===== src/hdl/assert_macros.svh =====
// ----------------------------------------------------------------------------
// Assertion macros
// Shared clocked assertion forms; each expects clock and reset in scope.
// ----------------------------------------------------------------------------
`ifndef ASSERT_MACROS_SVH
`define ASSERT_MACROS_SVH

// expression holds at every edge outside reset
`define ASSERT_ALWAYS(label, expr, msg) \
   label: assert property (@(posedge clock) disable iff (reset) (expr)) else $error(msg);

// antecedent implies consequent at the same edge
`define ASSERT_IMPLY(label, pre, post, msg) \
   label: assert property (@(posedge clock) disable iff (reset) (pre) |-> (post)) \
      else $error(msg);

`endif


===== src/hdl/tpp_pkg.sv =====
// ----------------------------------------------------------------------------
// tpp_pkg
// Types and constants of the turtle pen plotter grid unit.
// ----------------------------------------------------------------------------
package tpp_pkg;

   localparam int GRID_SIZE_DEFAULT = 64;

   localparam int MODE_W      = 3;
   localparam int STEPS_W     = 6;
   localparam int ROW_INDEX_W = 6;
   localparam int ROW_BITS_W  = 64;

   localparam int CMD_DEPTH   = 2;
   localparam int CMD_PTR_W   = $clog2(CMD_DEPTH);
   localparam int CMD_CNT_W   = $clog2(CMD_DEPTH + 1);

   localparam int RSP_DEPTH   = 4;
   localparam int RSP_PTR_W   = $clog2(RSP_DEPTH);
   localparam int RSP_CNT_W   = $clog2(RSP_DEPTH + 1);

   typedef enum logic [MODE_W-1:0] {
      MODE_PEN_UP   = 3'd0,
      MODE_PEN_DOWN = 3'd1,
      MODE_RIGHT    = 3'd2,
      MODE_LEFT     = 3'd3,
      MODE_FORWARD  = 3'd4,
      MODE_PRINT    = 3'd5
   } mode_type;

   typedef enum logic [1:0] {
      HEAD_UP    = 2'd0,
      HEAD_RIGHT = 2'd1,
      HEAD_DOWN  = 2'd2,
      HEAD_LEFT  = 2'd3
   } heading_type;

   typedef enum logic [1:0] {
      ST_IDLE  = 2'd0,
      ST_WALK  = 2'd1,
      ST_MARK  = 2'd2,
      ST_PRINT = 2'd3
   } state_type;

   typedef struct packed {
      logic [MODE_W-1:0]  mode;
      logic [STEPS_W-1:0] steps;
   } req_type;

   typedef struct packed {
      logic [ROW_INDEX_W-1:0] row_index;
      logic [ROW_BITS_W-1:0]  row_bits;
      logic                   last;
   } rsp_type;

   typedef struct packed {
      mode_type           kind;
      logic [STEPS_W-1:0] steps;
   } cmd_type;

   typedef struct packed {
      logic    valid;
      cmd_type cmd;
   } cmd_if_type;

   typedef struct packed {
      logic    push;
      rsp_type data;
   } rsp_push_type;

endpackage


===== src/hdl/tpp_rsp_queue.sv =====
// ----------------------------------------------------------------------------
// tpp_rsp_queue
// Result queue: holds printed rows until the consumer takes them.
// ----------------------------------------------------------------------------
`include "assert_macros.svh"

module tpp_rsp_queue (
   input  logic                          clock,
   input  logic                          reset,
   input  tpp_pkg::rsp_push_type         rsp_push,
   output logic [tpp_pkg::RSP_CNT_W-1:0] rsp_count,
   output logic                          empty,
   input  logic                          pop,
   output tpp_pkg::rsp_type              rsp_data
);

   tpp_pkg::rsp_type              entries_ff [tpp_pkg::RSP_DEPTH];
   logic [tpp_pkg::RSP_PTR_W-1:0] wr_ptr_ff;
   logic [tpp_pkg::RSP_PTR_W-1:0] rd_ptr_ff;
   logic [tpp_pkg::RSP_CNT_W-1:0] count_ff, count_in;
   logic                          deq;

   assign empty = (count_ff == '0);
   assign deq   = pop && !empty;

   always_comb begin
      count_in = count_ff;
      if (rsp_push.push && !deq) begin
         count_in = count_ff + 1'b1;
      end else if (!rsp_push.push && deq) begin
         count_in = count_ff - 1'b1;
      end
   end

   always_ff @(posedge clock) begin
      if (reset) begin
         wr_ptr_ff <= '0;
         rd_ptr_ff <= '0;
         count_ff  <= '0;
      end else begin
         if (rsp_push.push) wr_ptr_ff <= wr_ptr_ff + 1'b1;
         if (deq)           rd_ptr_ff <= rd_ptr_ff + 1'b1;
         count_ff <= count_in;
      end
      if (rsp_push.push) begin
         entries_ff[wr_ptr_ff] <= rsp_push.data;
      end
   end

   assign rsp_count = count_ff;
   assign rsp_data  = entries_ff[rd_ptr_ff];

   `ASSERT_IMPLY(push_has_room, rsp_push.push,
                 count_ff < tpp_pkg::RSP_CNT_W'(tpp_pkg::RSP_DEPTH), "result queue overflow")

endmodule


===== config.mk =====
export PLATFORM = sky130hd
export DESIGN_NAME = tpp_rsp_queue
export DESIGN_NICKNAME = d
export VERILOG_FILES = /design/src/hdl/tpp_pkg.sv /design/src/hdl/tpp_rsp_queue.sv
export VERILOG_INCLUDE_DIRS = /design/src /design/src/hdl
export SDC_FILE = /design/constraint.sdc
export NUM_CORES = 1
export LEC_CHECK = 0
export BUFFER_PORTS_ARGS = -buffer_cell sky130_fd_sc_hd__clkbuf_2
export CAP_MARGIN = 0
export CORE_UTILIZATION = 47
export CTS_CLUSTER_SIZE = 28
export DETAILED_ROUTE_END_ITERATION = 12
export PLACE_DENSITY = 0.67
export SYNTH_ARGS = -nofsm -noshare
export SYNTH_HDL_FRONTEND = slang
export SYNTH_SLANG_ARGS = --single-unit

===== constraint.sdc =====
create_clock -name clock -period 4.5 [get_ports clock]
set_clock_uncertainty 0.15 [all_clocks]
set_input_delay 0.225 -clock clock [delete_from_list [all_inputs] [get_ports clock]]
set_output_delay 0.225 -clock clock [all_outputs]
set_load 0.1 [all_outputs]

* After elaboration in Yosys (flattened, before gate mapping)
Memories as Yosys holds them, arrays and structs flattened. A register that Yosys moved wholly into a read port is not among the register bits. Cells that the tools add are included.
Operators by class: reduce and logical (&&, ||, !) cells 8, mux-type cells 6, add/sub/neg operators 4
Operators with widths (count):
- two-way mux 3 bit | 2
- adder 2 x 1 -> 2 bit, second input constant | 2
- two-way mux 2 bit | 2
- adder 3 x 1 -> 3 bit, second input constant | 1
- logical AND 1 bit | 3
- logical NOT 1 bit | 3
- logical NOT 3 bit | 1
- subtractor 3 x 1 -> 3 bit, second input constant | 1
- two-way mux 1 bit | 2
- nonzero test 2 bit | 1
Storage, ports and cells: bits in writable memories 284, input bits 75, output and inout bits 75, memories kept 1, logic and storage cells 22, register bits after elaboration 7
Memories:
- entries_ff | words 4, width 71, read ports 1, clocked after memory_dff 1, wr ports 1, RTL line tpp_rsp_queue.sv:17 | tpp_pkg::rsp_type entries_ff [tpp_pkg::RSP_DEPTH];

* Logic depth before layout (Yosys ltp)
word-level depth 6, gate-level depth with buffers 7, mapped depth without buffers 7

* Least setup slack after synthesis
Ideal clock, no wire load.
kind register to output, from register count_ff, in the netlist rsp_count[0], to output port empty, data arrival time 2.923 ns, buffers on the path 0, cell stages (with the launch flop) 2, setup slack 1.202 ns, cell sequence dfxtp_1 > nor3_1
Between the ends: word-level cells in the longest chain between the ends 1
RTL lines:
- start, declared | RTL line tpp_rsp_queue.sv:20 | logic [tpp_pkg::RSP_CNT_W-1:0] count_ff, count_in;
- start signal, assigned | RTL line tpp_rsp_queue.sv:43 | count_ff <= count_in;
- logical NOT 3 bit | RTL line tpp_rsp_queue.sv:23 | assign empty = (count_ff == '0);
- end, declared | RTL line tpp_rsp_queue.sv:12 | output logic empty,
No other way between the ends.

==> summary.txt <==
Setup path
  • Worst path cell trace: buf_12 > mux4_1 > clkbuf_2
  • Worst-path fanout max: 39
  • Cell family with most CP delay: flip-flops
  • Worst path bufs/invs: 2
  • Worst path slowest cell: dfxtp_4
  • Worst path arrival time: 2720 ps
  • Worst reg2reg path depth: 7
  • Critical R2R Capture: rsp_count[2]
  • Slowest cell delay on critical path: 800 ps
  • Crit. End Element: output pin
  • Crit Path Category: flop to output pin
  • Reg-to-reg slack, setup: 2210 ps
  • Setup crit start kind: flop
  • Reg2reg start: rsp_count[0]
  • Required @ worst endpoint: 4120 ps

Final layout
  • P&R area growth vs syn: 23.72%
  • Fin nets: 733
  • Share of layout cells above drive strength 1: 39.47%
  • Filler Cell Count: 1612
  • Most common cell after layout, fill and taps aside: edfxtp_1
  • Ant diodes: 0
  • Most frequent cells in the layout: 284 x edfxtp_1, 149 x clkbuf_2, 74 x dlygate4sd3_1, 70 x mux4_2, 29 x clkbuf_16

Hold path
  • Hold Path Class: input port to flop
  • Worst Hold Endpoint: entries_ff[2][42]
  • Hold_sp: rsp_push[42]
  • Hold-critical path depth: 2

STA
  • Fin crit share: 68.69%
  • Final Hold Violating Endpoints: 0
  • Max-slew violations: 0
  • Sum Neg Setup Slack: 0 ps
  • Worst slew pin tran: 1136 ps
  • RSZ-0062 raised after global routing: no
  • Minimum clock period: 3091 ps
  • Fmax: 0.3235 GHz
  • Setup Viol. Count Final: 0
  • Headroom to the max-slew limit: 24.27%

Global route
  • Number of global-route vias before repair: 5561
  • Overflow after GRT: 0
  • Initial antenna violation count: 0
  • Overall global routing resource usage: 16.61%
  • Global-route wire length before repair: 29.95 mm
  • Largest net degree at the start of global routing: 72

Clocking
  • CTS tree: built
  • Skew-Pair Late Insertion Delay: 530 ps
  • Reg clk slew, reported paths: 60 ps
  • Clock sinks: 293
  • Number of buffers created by CTS: 29
  • Setup repair bufs after CTS: 0
  • Cts repair resizes: 0
  • Clk root buf: clkbuf_16
  • CTS H-tree lvls: 1
  • CTS Buffer Depth: 3

Floorplan
  • Placeable Area: 22090 sq um
  • I/O pin count: 150
  • Die area: 23480 sq um
  • Die height: 153.2 microns
  • Starting Density: 48.66%
  • Die X: 153.2 microns
  • FP Rows: 54

Synthesis
  • Syn_area_per_cell: 25.97 sq um
  • Post-synthesis sequential area ratio: 81.00%
  • Synthesized Nets: 495
  • Synth unique cells: 23
  • Post-Syn Instances: 414
  • Yosys reg bits: 293
  • Post-Syn Area: 10750 sq um
  • Synth Warn #: 0

Power
  • Worst VDD drop: 0.6116 mV
  • Leak pwr: 0.004553 uW
  • Pwr dens: 657.3 nW/um^2
  • PnR Total Power: 8744 uW

Routing
  • Routed Wire Length: 19.02 mm
  • Vias per cell: 5.227
  • Wire per inst: 19.94 microns
  • Pre-antenna DRT Iters: 6
  • # DRC: 0
  • Routed Antenna Nets: 0
  • 1st-iter DRT viols: 241
  • Via count: 4987

Place
  • Final GP Congestion: 0.6829
  • Dpl hpwl: 10.49 mm
  • Port Buf Inserts: 149

Outcome
  • Outcome: finished, final reports clean

Job
  • Max-cap violations: 0
-- registers in the layout (all words and copies together) (netlist names), named ones only --
name / flops
rsp_count: 3
entries_ff: 284
wr_ptr_ff: 2
rd_ptr_ff: 2
-- cell type report --
type | count | area, sq um | share of cell area, %
repair buffers | 224 | 1506 | 11.33
inverters | 3 | 11.26 | 0.08466
well taps | 280 | 350.3 | 2.634
clock buffers | 39 | 763.2 | 5.738
flip-flops and latches | 293 | 8716 | 65.53
multi-input cells | 101 | 1848 | 13.89
clock inverters | 14 | 106.4 | 0.7995
-- per-stage QoR --
| stage | instance area [sq um] | hold slack (ps) | util (%) | setup slack [ps] | instances |
|---|---|---|---|---|---|
| after floorplan | 10750 | 173.9 | - | 1202 | 414 |
| after global placement | 11690 | 287.0 | 52.92 | 1862 | 827 |
| after detailed placement | 11690 | 295.3 | 52.92 | 1866 | 827 |
| after CTS | 13300 | 272.8 | 60.21 | 1298 | 954 |
| after global routing | 13300 | 290.2 | 60.21 | 1193 | 954 |
| final | 13300 | 299.4 | 60.21 | 1409 | 954 |
-- worst register-to-register path, stage by stage (launching register included) --
cell and delay [ps]:
dfxtp_1 380, o31ai_1 370, ha_1 260, inv_1 60
fa_1 370, xor2_1 160, or3_1 320, a21oi_1 150
-- cell usage after synthesis, drive strengths merged --
| library cell | count | area share [%] |
|---|---|---|
| mux4 | 71 | 15 |
| dfxtp | 9 | 1.7 |
| or3 | 1 | 0.058 |
| xor2 | 4 | 0.33 |
| fa | 1 | 0.19 |
| buf | 16 | 1.8 |
| and2 | 4 | 0.23 |
| nor2 | 7 | 0.24 |
| o21ai | 1 | 0.047 |
| xnor2 | 1 | 0.081 |
| clkbuf | 1 | 0.035 |
| ha | 5 | 0.58 |
| inv | 3 | 0.10 |
| mux2i | 2 | 0.19 |
| edfxtp | 284 | 79 |
| o311ai | 1 | 0.081 |
| nor3 | 1 | 0.047 |
| o31ai | 1 | 0.070 |
| a21oi | 1 | 0.047 |
-- metal layers --
layer  part of all wire (%)  vias to the layer above  GRT usage (%)
li1                       -                     2252              -
met1                     40                     2575          19.77
met2                     53                      130          30.20
met3                    5.8                       30          4.225
met4                    1.7                        0          3.896
met5                      0                        -              0
-- cells by family (layout without fill, tap and decap cells) --
family                   after synthesis  in the layout  share of synthesized area (%)
flip-flops                           293            293                          81.00
multiplexers                          73             73                          15.09
buffers and inverters                 20            280                          1.908
AND/OR/NAND/NOR                       13             13                         0.5819
adder cells (fa/ha/maj)                6              6                         0.7681
XOR/XNOR                               5              5                         0.4073
AO/OA/AOI/OAI                          4              4                         0.2443
-- what timing repair did --
action                     CTS  global route
hold endpoints to repair   293             0
setup endpoints to repair    0             0
hold buffers                74             0
-- worst max path at each step --
stage	startpoint	to	slack (ps)	depth (start not counted)
6_report	flop	rsp_data[60]	1410	3
5_1_grt	flop	rsp_data[60]	1190	3
4_1_cts	flop	rsp_data[60]	1300	3
3_5_place_dp	flop	rsp_data[60]	1870	3
3_3_place_gp	flop	rsp_data[60]	1860	3
2_1_floorplan	rsp_count[0]	empty	1200	1
-- power by group --
| part | total, uW | internal [uW] | leakage [uW] | switching, uW |
|---|---|---|---|---|
| clock | 2200 | 1250 | 0.000429 | 948 |
| sequential | 3330 | 3150 | 0.00268 | 181 |
| combinational | 3210 | 724 | 0.00144 | 2490 |
No activity file was read; power rests on OpenSTA's default activity.
