==> config.mk <==
export PLATFORM = sky130hd
export DESIGN_NAME = tpp_front
export DESIGN_NICKNAME = d
export VERILOG_FILES = /design/src/hdl/tpp_pkg.sv /design/src/hdl/tpp_front.sv
export VERILOG_INCLUDE_DIRS = /design/src /design/src/hdl
export SDC_FILE = /design/constraint.sdc
export NUM_CORES = 1
export LEC_CHECK = 0
export ABC_CLOCK_PERIOD_IN_PS = 2900
export BUFFER_PORTS_ARGS = -buffer_cell sky130_fd_sc_hd__buf_2
export CAP_MARGIN = 0
export CORE_MARGIN = 2
export CORE_UTILIZATION = 53
export DETAILED_ROUTE_END_ITERATION = 6
export GPL_TIMING_DRIVEN = 1
export HOLD_SLACK_MARGIN = 0.06
export PLACE_DENSITY = 0.79
export SYNTH_ARGS = -nofsm -noshare
export SYNTH_HDL_FRONTEND = slang
export SYNTH_SLANG_ARGS = --single-unit
==> constraint.sdc <==
create_clock -name clock -period 2.9 [get_ports clock]
set_clock_uncertainty 0.15 [all_clocks]
set_input_delay 0.29 -clock clock [delete_from_list [all_inputs] [get_ports clock]]
set_output_delay 0.29 -clock clock [all_outputs]
set_load 0.02 [all_outputs]
==> src/hdl/assert_macros.svh <==
// ----------------------------------------------------------------------------
// Assertion macros
// Shared clocked assertion forms; each expects clock and reset in scope.
// ----------------------------------------------------------------------------
`ifndef ASSERT_MACROS_SVH
`define ASSERT_MACROS_SVH

// expression holds at every edge outside reset
`define ASSERT_ALWAYS(label, expr, msg) \
   label: assert property (@(posedge clock) disable iff (reset) (expr)) else $error(msg);

// antecedent implies consequent at the same edge
`define ASSERT_IMPLY(label, pre, post, msg) \
   label: assert property (@(posedge clock) disable iff (reset) (pre) |-> (post)) \
      else $error(msg);

`endif

==> src/hdl/tpp_pkg.sv <==
// ----------------------------------------------------------------------------
// tpp_pkg
// Types and constants of the turtle pen plotter grid unit.
// ----------------------------------------------------------------------------
package tpp_pkg;

   localparam int GRID_SIZE_DEFAULT = 64;

   localparam int MODE_W      = 3;
   localparam int STEPS_W     = 6;
   localparam int ROW_INDEX_W = 6;
   localparam int ROW_BITS_W  = 64;

   localparam int CMD_DEPTH   = 2;
   localparam int CMD_PTR_W   = $clog2(CMD_DEPTH);
   localparam int CMD_CNT_W   = $clog2(CMD_DEPTH + 1);

   localparam int RSP_DEPTH   = 4;
   localparam int RSP_PTR_W   = $clog2(RSP_DEPTH);
   localparam int RSP_CNT_W   = $clog2(RSP_DEPTH + 1);

   typedef enum logic [MODE_W-1:0] {
      MODE_PEN_UP   = 3'd0,
      MODE_PEN_DOWN = 3'd1,
      MODE_RIGHT    = 3'd2,
      MODE_LEFT     = 3'd3,
      MODE_FORWARD  = 3'd4,
      MODE_PRINT    = 3'd5
   } mode_type;

   typedef enum logic [1:0] {
      HEAD_UP    = 2'd0,
      HEAD_RIGHT = 2'd1,
      HEAD_DOWN  = 2'd2,
      HEAD_LEFT  = 2'd3
   } heading_type;

   typedef enum logic [1:0] {
      ST_IDLE  = 2'd0,
      ST_WALK  = 2'd1,
      ST_MARK  = 2'd2,
      ST_PRINT = 2'd3
   } state_type;

   typedef struct packed {
      logic [MODE_W-1:0]  mode;
      logic [STEPS_W-1:0] steps;
   } req_type;

   typedef struct packed {
      logic [ROW_INDEX_W-1:0] row_index;
      logic [ROW_BITS_W-1:0]  row_bits;
      logic                   last;
   } rsp_type;

   typedef struct packed {
      mode_type           kind;
      logic [STEPS_W-1:0] steps;
   } cmd_type;

   typedef struct packed {
      logic    valid;
      cmd_type cmd;
   } cmd_if_type;

   typedef struct packed {
      logic    push;
      rsp_type data;
   } rsp_push_type;

endpackage

==> src/hdl/tpp_front.sv <==
// ----------------------------------------------------------------------------
// tpp_front
// Command intake: decode each transfer, drop no-op commands, queue the rest.
// ----------------------------------------------------------------------------
`include "assert_macros.svh"

module tpp_front (
   input  logic                clock,
   input  logic                reset,
   input  logic                push,
   output logic                full,
   input  tpp_pkg::req_type    req_data,
   output tpp_pkg::cmd_if_type cmd_if,
   input  logic                cmd_pop
);

   tpp_pkg::cmd_type                   entries_ff [tpp_pkg::CMD_DEPTH];
   logic [tpp_pkg::CMD_PTR_W-1:0]      wr_ptr_ff, wr_ptr_in;
   logic [tpp_pkg::CMD_PTR_W-1:0]      rd_ptr_ff, rd_ptr_in;
   logic [tpp_pkg::CMD_CNT_W-1:0]      count_ff, count_in;
   logic                               accept;
   logic                               keep;
   logic                               enq;
   tpp_pkg::cmd_type                   cmd_new;

   assign full   = (count_ff == tpp_pkg::CMD_CNT_W'(tpp_pkg::CMD_DEPTH));
   assign accept = push && !full;

   always_comb begin
      cmd_new.kind  = tpp_pkg::mode_type'(req_data.mode);
      cmd_new.steps = req_data.steps;
      case (tpp_pkg::mode_type'(req_data.mode))
         tpp_pkg::MODE_PEN_UP,
         tpp_pkg::MODE_PEN_DOWN,
         tpp_pkg::MODE_RIGHT,
         tpp_pkg::MODE_LEFT,
         tpp_pkg::MODE_PRINT:   keep = 1'b1;
         tpp_pkg::MODE_FORWARD: keep = (req_data.steps != '0);
         default:               keep = 1'b0;
      endcase
   end

   assign enq = accept && keep;

   always_comb begin
      wr_ptr_in = wr_ptr_ff;
      rd_ptr_in = rd_ptr_ff;
      count_in  = count_ff;
      if (enq) begin
         wr_ptr_in = (wr_ptr_ff == tpp_pkg::CMD_PTR_W'(tpp_pkg::CMD_DEPTH - 1)) ?
                     '0 : wr_ptr_ff + 1'b1;
      end
      if (cmd_pop) begin
         rd_ptr_in = (rd_ptr_ff == tpp_pkg::CMD_PTR_W'(tpp_pkg::CMD_DEPTH - 1)) ?
                     '0 : rd_ptr_ff + 1'b1;
      end
      if (enq && !cmd_pop) begin
         count_in = count_ff + 1'b1;
      end else if (!enq && cmd_pop) begin
         count_in = count_ff - 1'b1;
      end
   end

   always_ff @(posedge clock) begin
      if (reset) begin
         wr_ptr_ff <= '0;
         rd_ptr_ff <= '0;
         count_ff  <= '0;
      end else begin
         wr_ptr_ff <= wr_ptr_in;
         rd_ptr_ff <= rd_ptr_in;
         count_ff  <= count_in;
      end
      if (enq) begin
         entries_ff[wr_ptr_ff] <= cmd_new;
      end
   end

   assign cmd_if.valid = (count_ff != '0);
   assign cmd_if.cmd   = entries_ff[rd_ptr_ff];

   `ASSERT_IMPLY(cmd_pop_needs_entry, cmd_pop, count_ff != '0, "command pop from empty queue")

endmodule

* After elaboration in Yosys (flattened, before gate mapping)
Memories as Yosys holds them, arrays and structs flattened. A register that Yosys moved wholly into a read port is not among the register bits.
Index checks and enable logic that the tools add are counted.
** Word-level totals
- ROM bits :: 0
- Register bits after elaboration :: 4
- Memories kept :: 1
- Latch bits :: 0
- RAM bits :: 18
** Memories
- entries_ff :: words 2, width 9, rd ports 1, clocked after memory_dff 1, wr ports 1, RTL line tpp_front.sv:17 : tpp_pkg::cmd_type entries_ff [tpp_pkg::CMD_DEPTH];
** Operators by class
- $mul :: 0
- Bitwise logic cells :: 0
- Add/sub/neg operators :: 4
- Muxes and demuxes :: 9
- Eq/ne operators :: 6
- Magnitude comparators :: 0
- Shift operators :: 0
- Reduce and logical (&&, ||, !) cells :: 12
- Divide/modulo/power cells :: 0
** Operator list (count)
- $eq A3 B2 Y1 const B :: 2
- $eq A3 B3 Y1 const B :: 2
- $mux W1 :: 6
- $reduce_bool A6 Y1 :: 1
- $reduce_or A5 Y1 :: 1
- $logic_and A1 B1 Y1 :: 4
- $mux W2 :: 2
- $reduce_bool A2 Y1 :: 2
- $eq A3 B1 Y1 const B :: 1
- $logic_not A1 Y1 :: 3
- $logic_not A3 Y1 :: 1
- $add A1 B1 Y1 const B :: 2
- $add A2 B1 Y2 const B :: 1
- $eq A2 B2 Y1 const B :: 1
- $pmux W1 S2 :: 1
- $sub A2 B1 Y2 const B :: 1

* Logic depth before layout (Yosys ltp)
Gate-level depths: netlist of run 1.
- Word-level depth :: 8
- Depth in mapped cells :: 6
- Gate-level depth less buffers :: 6

* Least setup slack after synthesis of run 1
OpenSTA, ideal clock, no wires.
- Path type :: register to register
- From :: register count_ff[1] (netlist name)
- To :: register count_ff[1] (netlist name)
- Period minus slack after synthesis :: 1.843 ns
- Setup time :: 0.070 ns
- Path buffers :: 0
- Setup slack :: 1.057 ns
- Required time :: 2.680 ns
- Arrival time :: 1.624 ns
- Cell stages (with the launch flop) :: 6
- Path through :: dfxtp_1 -> nor2b_1 -> a211oi_2 -> ha_1 -> or3_1 -> a21oi_1
** Between the ends
- Word-level cells in the longest chain between the ends :: 7
- Elaborated cells on any way between the ends :: 12
** RTL lines
- from (decl) :: RTL line tpp_front.sv:20 : logic [tpp_pkg::CMD_CNT_W-1:0] count_ff, count_in;
- from (signal assigned) :: RTL line tpp_front.sv:72 : count_ff <= count_in;
- $eq A2 B2 Y1 (*) :: RTL line tpp_front.sv:26 : assign full = (count_ff == tpp_pkg::CMD_CNT_W'(tpp_pkg::CMD_DEPTH));
- named net full :: RTL line tpp_front.sv:11 : output logic full,
- $logic_not A1 Y1 (*) :: RTL line tpp_front.sv:27 : assign accept = push && !full;
- $logic_and A1 B1 Y1 (*) :: RTL line tpp_front.sv:27
- $logic_and A1 B1 Y1 (*) :: RTL line tpp_front.sv:43 : assign enq = accept && keep;
- $logic_not A1 Y1 :: RTL line tpp_front.sv:59 : end else if (!enq && cmd_pop) begin
- $logic_and A1 B1 Y1 :: RTL line tpp_front.sv:59
- $reduce_bool A2 Y1 (no source line)
Mark *: on every way through the listed nets, which the timed path passes. The rest lies on a longest branch. The select of a mux whose other input is x is not followed.
A chain may end at the register's enable or synchronous reset.

* Worst setup path after layout of run 1
- From :: input req_data[8] (netlist name)
- To :: memory entries_ff[0][3] (netlist name) (enable)
** Between the ends
- Word-level cells in the longest chain between the ends :: 6
- Elaborated cells on any way between the ends :: 11
** RTL lines
- from (decl) :: RTL line tpp_front.sv:12 : input tpp_pkg::req_type req_data,
- $eq A3 B1 Y1, or another cell as far along :: RTL line tpp_front.sv:32 : case (tpp_pkg::mode_type'(req_data.mode))
- $reduce_or A5 Y1 :: RTL line tpp_front.sv:32
- $pmux W1 S2 (*) :: RTL line tpp_front.sv:32
- $logic_and A1 B1 Y1 (*) :: RTL line tpp_front.sv:43
- $mux W1 (*) :: RTL line tpp_front.sv:74 : if (enq) begin
- $mux W1 (not written as such) (*) :: RTL line tpp_front.sv:75 : entries_ff[wr_ptr_ff] <= cmd_new;
- to (decl) :: RTL line tpp_front.sv:17
Every way passes the cells marked *; elsewhere a longest branch is shown, timed or not.

==> results of run 1 <==
## cell usage after synthesis
cell,n,area share [%]
o21ai_0,1,0.55
nor2b_1,3,2.1
dfxtp_1,5,11
or2_2,1,0.69
or3_1,1,0.69
edfxtp_1,18,59
and2_1,1,0.69
ha_1,1,1.4
xnor2_1,1,0.96
mux2_1,1,1.2
nor4_2,1,1.4
nor4b_2,1,1.6
nor2_1,4,1.6
xor2_1,2,1.9
a21oi_1,1,0.55
mux2_2,9,11
inv_1,1,0.41
a211oi_2,1,1.4
buf_2,1,0.55
a21bo_1,1,1.1
## through the flow
step / util [%] / cells / setup WS (ns) / power [uW] / area (sq um)
2_1_floorplan: - / 55 / 1.06 / 508 / 913
4_1_cts: 75.0 / 107 / 0.576 / 707 / 1170
3_5_place_dp: 66.9 / 93 / 0.792 / 556 / 1040
6_report: 75.0 / 107 / 0.574 / 702 / 1170
3_3_place_gp: 66.9 / 93 / 0.876 / 551 / 1040
5_1_grt: 75.0 / 107 / 0.475 / 735 / 1170
## sequential cells by signal, indices dropped and copies added, names as in the netlist, named ones only
signal      count
count_ff        2
entries_ff     18
wr_ptr_ff       1
rd_ptr_ff       1
## layout by cell type (no fill, tap or decap), types with 2 or more instances in the layout
| cell type | count |
|---|---|
| buf_2 | 23 |
| edfxtp_1 | 18 |
| dlygate4sd3_1 | 10 |
| mux2_2 | 9 |
| dfxtp_1 | 5 |
| nor2_1 | 4 |
| nor2b_1 | 3 |
| clkbuf_4 | 3 |
| xor2_1 | 2 |
## power groups by stage
stage	combinational [uW]	clock (uW)	sequential, uW
global route	162	160	412
floorplan	101	0	407
detailed placement	140	0	416
global placement	137	0	415
CTS	151	147	409
finish	150	144	408
## cells by family (layout without fill, tap and decap cells)
kind of cell	Yosys count	in the layout	synth area share, %
DFF	23	23	70.1
and+or+nand+nor	12	12	8.77
muxes	10	10	12.3
AOI/OAI and AO/OA	4	4	3.56
xor gates and xnor gates	3	3	2.88
buffers and inverters	2	38	0.958
adders and majority gates	1	1	1.37
## per-layer routing
layer | wire [um] | global-route usage (%)
met4 | 0 | 8.24
met1 | 650 | 17.3
met2 | 780 | 28.7
met5 | 0 | 0
met3 | 75 | 3.57
## tightest hold or removal path: cells and delay by family
kind / cells / cell delay [ns]
buf+inv: 1 / 0.09
xor+xnor: 1 / 0.07
simple gates: 1 / 0.07
## final cells by class
type,count,area [sq um],area share [%]
Multi-Input combinational cell,30,264,22.6
Sequential cell,23,641,54.8
Clock buffer,4,26.3,2.25
Timing Repair Buffer,33,215,18.4
Inverter,1,3.75,0.321
Tap cell,16,20.0,1.71
## path summary, 6_finish.rpt
path,to,cells past startpoint,from,slack [ns]
setup / recovery,entries_ff[0][3],5,req_data[8],0.57
hold / removal,rd_ptr_ff,3,cmd_pop,0.10
setup reg to reg,entries_ff[0][3],3,count_ff[0],0.95
hold reg to reg,count_ff[1],2,count_ff[1],0.36
==> summary.md, run 1 <==
| Metric | Value |
|---|---|
| Max cap viols | `0` |
| Final ANT Viol Nets | `0` |
| Syn_area_per_cell | `16.6 sq um` |
| Die X | `45.5 um` |
| Routed length per instance | `approximately 14 um` |
| Post-route setup TNS | `0 ns` |
| Routability cong. | `around 0.61` |
| Minimum hold slack | `around 0.10 ns` |
| Fin. Hold Viols | `0` |
| Die area | `around 2100 sq um` |
| Port Buffer Count | `23` |
| Grt ovf | `0` |
| Status | `finished, final reports clean` |
| CP max FO | `9` |
| H-tree Lvls | `1` |
| Worst hold path class | `input pin to flop` |
| Largest net degree at the start of global routing | `13` |
| Total Nets Final | `106` |
| Vias per inst | `5.28` |
| #FFs+latches synth | `23` |
| Final slew viol count | `0` |
| Yosys cell types | `20` |
| PwrDens | `600 nW/um^2` |
| Crit path largest cell delay | `0.69 ns` |
| Crit-path cells | `dlygate4sd3_1 -> buf_2 -> a21bo_1 -> a211oi_2 -> nor2b_1` |
| Placeable Area | `1560 sq um` |
| DRT Wirelength | `roughly 1.5 mm` |
| Rel. slew slack | `47.1%` |
| Sw Share | `26.8%` |
| Num CTS Buffers | `3` |
| Highest achievable clock rate | `between 400 and 500 MHz` |
| Initial antenna violation count | `0` |
| Top delay family on crit path | `simple AND/OR/NAND/NOR gates` |
| CP Launch Type | `input pin` |
| Post-CTS setup buffer count | `0` |
| Clk pwr share | `20.5%` |
| Area grow syn2layout | `28.1%` |
| Worst-Skew Late Latency | `about 0.3 ns` |
| Switching pwr | `approximately 190 uW` |
| First-pass GRT wire length | `between 2 and 2.5 mm` |
| Vias in the first global route | `540` |
| Post-Syn Nets | `69` |
| # diodes | `0` |
| PostCTS Resize Cnt | `0` |
| Mapped cell area | `913 sq um` |
| Share of power burned in registers | `between 50% and 60%` |
| Drc violations | `0` |
| Root Buffer Master | `clkbuf_4` |
| LEAKAGE | `0.000464 uW` |
| VDD IR max | `0.415 mV` |
| Synth warn | `0` |
| # clock sinks | `23` |
| Drt initial violations | `23` |
| CP Data Required Time | `2.70 ns` |
| DRT Pass-1 Iters | `4` |
| Post-layout minimum cycle time | `2.33 ns` |
| Sequential share of the synthesized area | `roughly 70%` |
| Clock transition at the registers of the reported paths | `0.11 ns` |
| Setup CP Type | `input pin to flop` |
| Maximum clock path buffer count | `2` |
| Layout cells sized above 1 | `between 40% and 50%` |
| Final setup vio count | `0` |
| Crit. End Element | `flop` |
| RSZ-0062 raised after global routing | `false` |
| TritonCTS clock tree | `done` |
| Slowest cell on crit path | `nor2b_1` |
| Comb power frac | `21.4%` |
| Layout fillers | `approximately 110` |
| Period utilization | `between 80% and 90%` |
| # IOs | `24` |
| Total Routing Usage GR | `16.0%` |
| Starting density of the core | `between 50% and 60%` |
| Die height | `45.5 um` |
| Row count | `14` |
| Final HPWL from detailed placement | `1.03 mm` |
| CP arrival | `between 2 and 2.5 ns` |
| Worst slew pin tran | `0.791 ns` |
| Internal power | `between 500 and 600 uW` |
| Hold Buf Count CTS | `10` |
| Synth Instances | `55` |
| Vias | `565` |
| Bufs and invs on worst path | `2` |
No activity file was read; power rests on OpenSTA's default activity.
==> inputs of run 2 (changes only) <==
ABC_AREA = 1   (was unset)
ABC_CLOCK_PERIOD_IN_PS = 2300   (was 2900)
CORE_UTILIZATION = 50   (was 53)
PLACE_DENSITY = 0.75   (was 0.79)
clock period = 2.3 ns   (was 2.9 ns; I/O delays follow)
==> run 2 against run 1 <==
Compared with the run above:
- critical path depth rose by 8
- core utilization decreased by 5.5 points
- largest power group unchanged
- cell count is 22% higher
- global-route usage about the same
- highest routed layer is now met4
- sequential cell count is the same
- via count up 8.7%
==> summary.md, run 2 <==
| Metric | Value |
|---|---|
| Final HPWL from detailed placement | `1.12 mm (+9.3%)` |
| Final slew viol count | `0 (unchanged)` |
| Layout cells sized above 1 | `39.6% (-3.2 points)` |
| Most flops, register | `entries_ff` |
| Crit path to | `count_ff[1]` |
| RR Endpoint | `count_ff[1]` |
| Commonest cells after routing, fill and taps aside | `buf_2, edfxtp_1, dlygate4sd3_1, mux2_2, nor2_1` |
| Area grow syn2layout | `29.8%` |
| Worst R2R Setup Slack | `0.66 ns (-0.29 ns)` |
| Vias in the first global route | `608 (+13%)` |
| Sequential share of the synthesized area | `69.3% (-0.85 points)` |
| Clock transition at the registers of the reported paths | `0.11 ns (about the same)` |
| Root Buffer Master | `clkbuf_4` |
| # clock sinks | `23 (unchanged)` |
| Worst slew pin tran | `0.380 ns (-0.412 ns)` |
| Placeable Area | `1730 sq um (+11%)` |
| Synth Instances | `69 (+25%)` |
| Hold Buf Count CTS | `10 (unchanged)` |
| Prevailing post-synth register cell | `edfxtp_1` |
| Minimum hold slack | `0.0672 ns (-0.0370 ns)` |
| Routed length per instance | `11.7 um (-17%)` |
| CP arrival | `2.08 ns (-0.04 ns)` |
| Rel. slew slack | `74.7% (+28 points)` |
| Post-synth top cells | `edfxtp_1, mux2_2, nor2_1` |
| CP Data Required Time | `2.34 ns (-0.36 ns)` |
| Initial antenna violation count | `0 (unchanged)` |
| Final setup vio count | `0 (unchanged)` |
| Largest register FFs | `18 (unchanged)` |
| CP Launch Type | `input pin` |
| Layout fillers | `149 (+37%)` |
| TritonCTS clock tree | `done` |
| Die area | `2210 sq um (+6.7%)` |
| Grt ovf | `0 (unchanged)` |
| Routability cong. | `0.628 (+3.6%)` |
| PwrDens | `721 nW/um^2 (+20%)` |
| Crit path launch | `req_data[5]` |
| Syn_area_per_cell | `13.4 sq um (-19%)` |
| Biggest regs | `entries_ff: 18 flops, count_ff: 2 flops` |
| Drc violations | `0 (unchanged)` |
| Num CTS Buffers | `3 (unchanged)` |
| H-tree Lvls | `1 (unchanged)` |
| First-pass GRT wire length | `2.40 mm (+6.1%)` |
| Synth warn | `0 (unchanged)` |
| Worst hold path class | `input pin to flop` |
| Highest achievable clock rate | `490 MHz` |
| Row count | `15 (+1)` |
| Setup CP Type | `input pin to flop` |
| DRT Wirelength | `1.54 mm (+1.9%)` |
| Die height | `47.0 um (+3.3%)` |
| Maximum clock path buffer count | `2 (unchanged)` |
| Async S/R FF share, synth | `0% (unchanged)` |
| CP max FO | `3 (-6)` |
| RSZ-0062 raised after global routing | `false` |
| Post-synth top area share | `58.5% (-0.72 points)` |
| # IOs | `24 (unchanged)` |
| Vias | `614 (+8.7%)` |
| Count leader, synth | `edfxtp_1` |
| FF-to-FF path depth | `9 (+6)` |
| Drt initial violations | `12 (-48%)` |
| DRT Pass-1 Iters | `4 (unchanged)` |
| Starting density of the core | `53.6% (-5.0 points)` |
| Top cells by area, synth | `edfxtp_1, mux2_2, dfxtp_1, nor2_1, inv_1` |
| Final design area excluding fillers | `1200 sq um (+2.6%)` |
| Area post-placement | `1070 sq um (+2.9%)` |
| PostCTS Resize Cnt | `0 (unchanged)` |
| Post-route setup TNS | `0 ns (unchanged)` |
| Final ANT Viol Nets | `0 (unchanged)` |
| Worst-Skew Late Latency | `0.29 ns (about the same)` |
| Status | `finished, final reports clean` |
| LEAKAGE | `0.000505 uW (+9.0%)` |
| Leading area contributor after synthesis | `edfxtp_1` |
| Period utilization | `88.8%` |
| Post-Syn Nets | `83 (+20%)` |
| Port Buffer Count | `23 (unchanged)` |
| Max cap viols | `0 (unchanged)` |
| Post-layout minimum cycle time | `2.04 ns` |
| Vias per inst | `4.69 (-11%)` |
| #FFs+latches synth | `23 (unchanged)` |
| Largest net degree at the start of global routing | `13 (unchanged)` |
| VDD IR max | `0.525 mV (+27%)` |
| # diodes | `0 (unchanged)` |
| Die X | `47.0 um (+3.3%)` |
| Crit. End Element | `flop` |
| Pwr Total | `866 uW (+23%)` |
| Most common cell after layout, fill and taps aside | `buf_2` |
| Fin. Hold Viols | `0 (unchanged)` |
| Yosys cell types | `18 (-10%)` |
| Total Routing Usage GR | `16.0% (about the same)` |
| Post-CTS setup buffer count | `0 (unchanged)` |
| Total Nets Final | `121 (+14%)` |
| Mapped cell area | `925 sq um (+1.2%)` |
| Reg2Reg Launch Point | `count_ff[0]` |
| Number of flops mapped to enable cells by yosys | `18 (unchanged)` |
-- run 2: metal layers --
layer,global-route usage (%),wire length [um],share of wire [%],up-vias
li1,-,-,-,310
met1,17.0,616,40,288
met2,31.0,851,55,14
met3,3.46,60,3.9,2
met4,5.00,6,0.39,0
met5,0,0,0,-
-- run 2: cell type report --
type | instances | area [sq um] | area share, %
sequential | 23 | 641 | 53.4
inverter | 9 | 33.8 | 2.82
timing repair buffer | 34 | 223 | 18.6
multi-input combinational | 36 | 245 | 20.4
tap | 25 | 31.3 | 2.61
clock buffer | 4 | 26.3 | 2.19
-- run 2: kinds of logic (layout without fill, tap and decap cells) --
| group | count (synthesis) | count (layout) | share of synthesized area [%] |
|---|---|---|---|
| AO/OA/AOI/OAI | 6 | 6 | 3.25 |
| XOR/XNOR | 2 | 2 | 1.89 |
| adder cells (fa/ha/maj) | 1 | 1 | 1.35 |
| buffers and inverters | 10 | 47 | 4.20 |
| flip-flops | 23 | 23 | 69.3 |
| multiplexers | 9 | 9 | 11.0 |
| AND/OR/NAND/NOR | 18 | 18 | 9.07 |
-- run 2: power breakdown --
group / internal (uW) / switching (uW) / total [uW]
logic: 81.0 / 104 / 185
clock network: 67.4 / 108 / 175
registers: 486 / 18.9 / 505
total: 634 / 231 / 866
-- run 2: worst min-delay path by stage --
stage | start | to | slack (ns) | cells after the start
2_1_floorplan | reset | flop | 0.15 | 1
3_3_place_gp | req_data[8] | entries_ff[0][8] | 0.28 | 1
3_5_place_dp | req_data[1] | entries_ff[1][1] | 0.29 | 1
4_1_cts | cmd_pop | rd_ptr_ff | 0.06 | 3
5_1_grt | cmd_pop | rd_ptr_ff | 0.08 | 3
6_report | cmd_pop | rd_ptr_ff | 0.07 | 3
-- run 2: critical path: stages --
cell and delay, ns:
dlygate4sd3_1 0.53, buf_2 0.13, nor2_1 0.12, nand3_1 0.11, nand2_1 0.09, nand2_2 0.07, nand2_1 0.08, inv_1 0.05
ha_1 0.29, a21oi_1 0.12, o21ai_1 0.09, o21ai_1 0.13, a21oi_1 0.05
-- run 2: stage by stage --
step | instances | setup WS, ns | util (%)
finish | 131 | 0.259 | 69.5
global route | 131 | 0.126 | 69.5
floorplan | 69 | 0.618 | -
detailed placement | 117 | 0.481 | 62.2
CTS | 131 | 0.258 | 69.5
global placement | 117 | 0.567 | 62.2
==> inputs of run 3 (changes only) <==
CORE_ASPECT_RATIO = 1.4   (was unset)
==> run 3 against run 2 <==
Compared with the run above:
- critical path depth stayed put
- critical path type unchanged
- die area is 0.21% higher
- power is 0.26% higher
- cell area is 0.52% lower
- global-route usage is 0.99 points higher
- wire length is 1.7% higher
- largest power group unchanged
==> summary.md, run 3 (same netlist as run 2, synthesis figures left out) <==
| Metric | Value |
|---|---|
| Final setup vio count | `0 (unchanged)` |
| Initial antenna violation count | `0 (unchanged)` |
| Num CTS Buffers | `3 (unchanged)` |
| Largest register FFs | `18 (unchanged)` |
| Drt initial violations | `11 (-1)` |
| Clock transition at the registers of the reported paths | `0.12 ns (about the same)` |
| Vias per inst | `4.84 (+3.3%)` |
| # IOs | `24 (unchanged)` |
| Die area | `2210 sq um (+0.21%)` |
| Highest achievable clock rate | `500 MHz (+2.0%)` |
| Share of power burned in registers | `58.4% (about the same)` |
| Worst-Skew Late Latency | `0.30 ns (about the same)` |
| Area grow syn2layout | `29.1%` |
| Vias in the first global route | `624 (+2.6%)` |
| Final slew viol count | `0 (unchanged)` |
| Drc violations | `0 (unchanged)` |
| Crit path largest cell delay | `0.53 ns (about the same)` |
| Fin. Hold Viols | `0 (unchanged)` |
| Final HPWL from detailed placement | `1.17 mm (+4.6%)` |
| Starting density of the core | `52.6% (-0.92 points)` |
| Maximum clock path buffer count | `2 (unchanged)` |
| Max cap viols | `0 (unchanged)` |
| Layout fillers | `133 (-11%)` |
| H-tree Lvls | `1 (unchanged)` |
| Biggest regs | `entries_ff: 18 flops, count_ff: 2 flops` |
| CP Data Required Time | `2.34 ns (about the same)` |
| Layout cells sized above 1 | `39.6% (unchanged)` |
| DRT Wirelength | `1.56 mm (+1.7%)` |
| Die X | `40.3 um (-14%)` |
| Most common cell after layout, fill and taps aside | `buf_2` |
| Final Util | `67.9% (-1.5 points)` |
| Routed length per instance | `12.4 um (+5.7%)` |
| Total Routing Usage GR | `17.0% (+0.99 points)` |
| CP Launch Type | `input pin` |
| Switching pwr | `233 uW (+0.93%)` |
| Worst hold path class | `input pin to flop` |
| Post-route setup TNS | `0 ns (unchanged)` |
| Rel. slew slack | `72.9% (-1.8 points)` |
| Period utilization | `87.0% (-1.8 points)` |
| Crit. End Element | `flop` |
| Clk pwr share | `20.1% (about the same)` |
| Bufs and invs on worst path | `3 (unchanged)` |
| Routability cong. | `0.699 (+11%)` |
| Worst slew pin tran | `0.406 ns (+0.0268 ns)` |
| Status | `finished, final reports clean` |
| DRT Pass-1 Iters | `2 (-2)` |
| PwrDens | `727 nW/um^2 (+0.78%)` |
| Sw Share | `26.9% (+0.18 points)` |
| Post-layout minimum cycle time | `2.00 ns (-0.0408 ns)` |
| RSZ-0062 raised after global routing | `false` |
| Commonest cells after routing, fill and taps aside | `buf_2, edfxtp_1, dlygate4sd3_1, mux2_2, nor2_1` |
| Crit-path cells | `dlygate4sd3_1 -> buf_2 -> nor2_1 -> nand3_1 -> nand2_1 -> nand2_2 -> nand2_1 -> inv_1 -> ha_1 -> a21oi_1 -> o21ai_1 -> o21ai_1 -> a21oi_1` |
| Grt ovf | `0 (unchanged)` |
| Comb power frac | `21.5% (about the same)` |
| Slowest cell on crit path | `dlygate4sd3_1` |
| Internal power | `635 uW (about the same)` |
| Register area | `641 sq um (unchanged)` |
| Top delay family on crit path | `buffers and inverters` |
| Vias | `610 (-0.65%)` |
| # diodes | `0 (unchanged)` |
| CP arrival | `2.04 ns (-0.04 ns)` |
| VDD IR max | `0.556 mV (+5.9%)` |
| Setup CP Type | `input pin to flop` |
| First-pass GRT wire length | `2.45 mm (+2.0%)` |
| Root Buffer Master | `clkbuf_4` |
| LEAKAGE | `0.000505 uW (unchanged)` |
| CP max FO | `3 (unchanged)` |
| TritonCTS clock tree | `done` |
| # clock sinks | `23 (unchanged)` |
| Port Buffer Count | `23 (unchanged)` |
| Post-CTS setup buffer count | `0 (unchanged)` |
| Most flops, register | `entries_ff` |
| Total Nets Final | `121 (unchanged)` |
| Placeable Area | `1760 sq um (+1.7%)` |
| Die height | `54.9 um (+17%)` |
| Multi-input gate area | `245 sq um (unchanged)` |
| Largest net degree at the start of global routing | `13 (unchanged)` |
| Final ANT Viol Nets | `0 (unchanged)` |
| Row count | `18 (+3)` |
==> run 3: timing repair <==
| action | in CTS | in global routing |
|---|---|---|
| gates resized for setup | 0 | 0 |
| hold buffers | 10 | 0 |
| endpoints found under the hold margin | 21 | 0 |
==> run 3: cell type report <==
type                            count  share of cell area [%]
Tap cell                           20                    2.10
Clock buffer                        4                    2.20
Inverter                            9                    2.83
Sequential cell                    23                    53.7
Timing Repair Buffer               34                    18.7
Multi-Input combinational cell     36                    20.5
==> run 3: final timing paths <==
check / from / end / slack [ns] / cells past startpoint
setup / recovery: req_data[5] / count_ff[1] / 0.30 / 13
setup reg to reg: count_ff[0] / count_ff[1] / 0.62 / 9
hold reg to reg: count_ff[1] / count_ff[1] / 0.34 / 2
hold / removal: cmd_pop / flop / 0.07 / 3
==> run 3: worst register-to-register path, stage by stage, from the launching register on <==
cell	delay (ns)
dfxtp_1	0.43
nor2_2	0.08
nor2_2	0.14
nand2_1	0.09
inv_1	0.06
ha_1	0.24
a21oi_1	0.11
o21ai_1	0.09
o21ai_1	0.13
a21oi_1	0.05
==> run 3: power groups by stage <==
| stage | logic [uW] | registers, uW | clock network [uW] |
|---|---|---|---|
| 4_1_cts | 188 | 508 | 178 |
| 6_report | 186 | 507 | 174 |
| 3_3_place_gp | 168 | 515 | 0 |
| 2_1_floorplan | 124 | 507 | 0 |
| 3_5_place_dp | 174 | 517 | 0 |
| 5_1_grt | 207 | 512 | 193 |
==> run 3: per-layer routing <==
metal,global-route usage [%],wire [um],share of wire (%),vias up
met5,0,0,0,-
li1,-,-,-,311
met2,32.3,910,58,15
met1,17.5,582,37,282
met4,6.67,10,0.64,0
met3,2.44,59,3.8,2
==> run 3: through the flow <==
stage               hold slack, ns  cells  cell area [sq um]  total power, uW  setup WS [ns]
finish                      0.0672    126               1190              868          0.299
global route                0.0919    126               1190              911         0.0996
CTS                         0.0663    126               1190              874          0.305
detailed placement           0.296    112               1070              692          0.523
global placement             0.291    112               1070              684          0.560
floorplan                    0.152     69                925              630          0.618
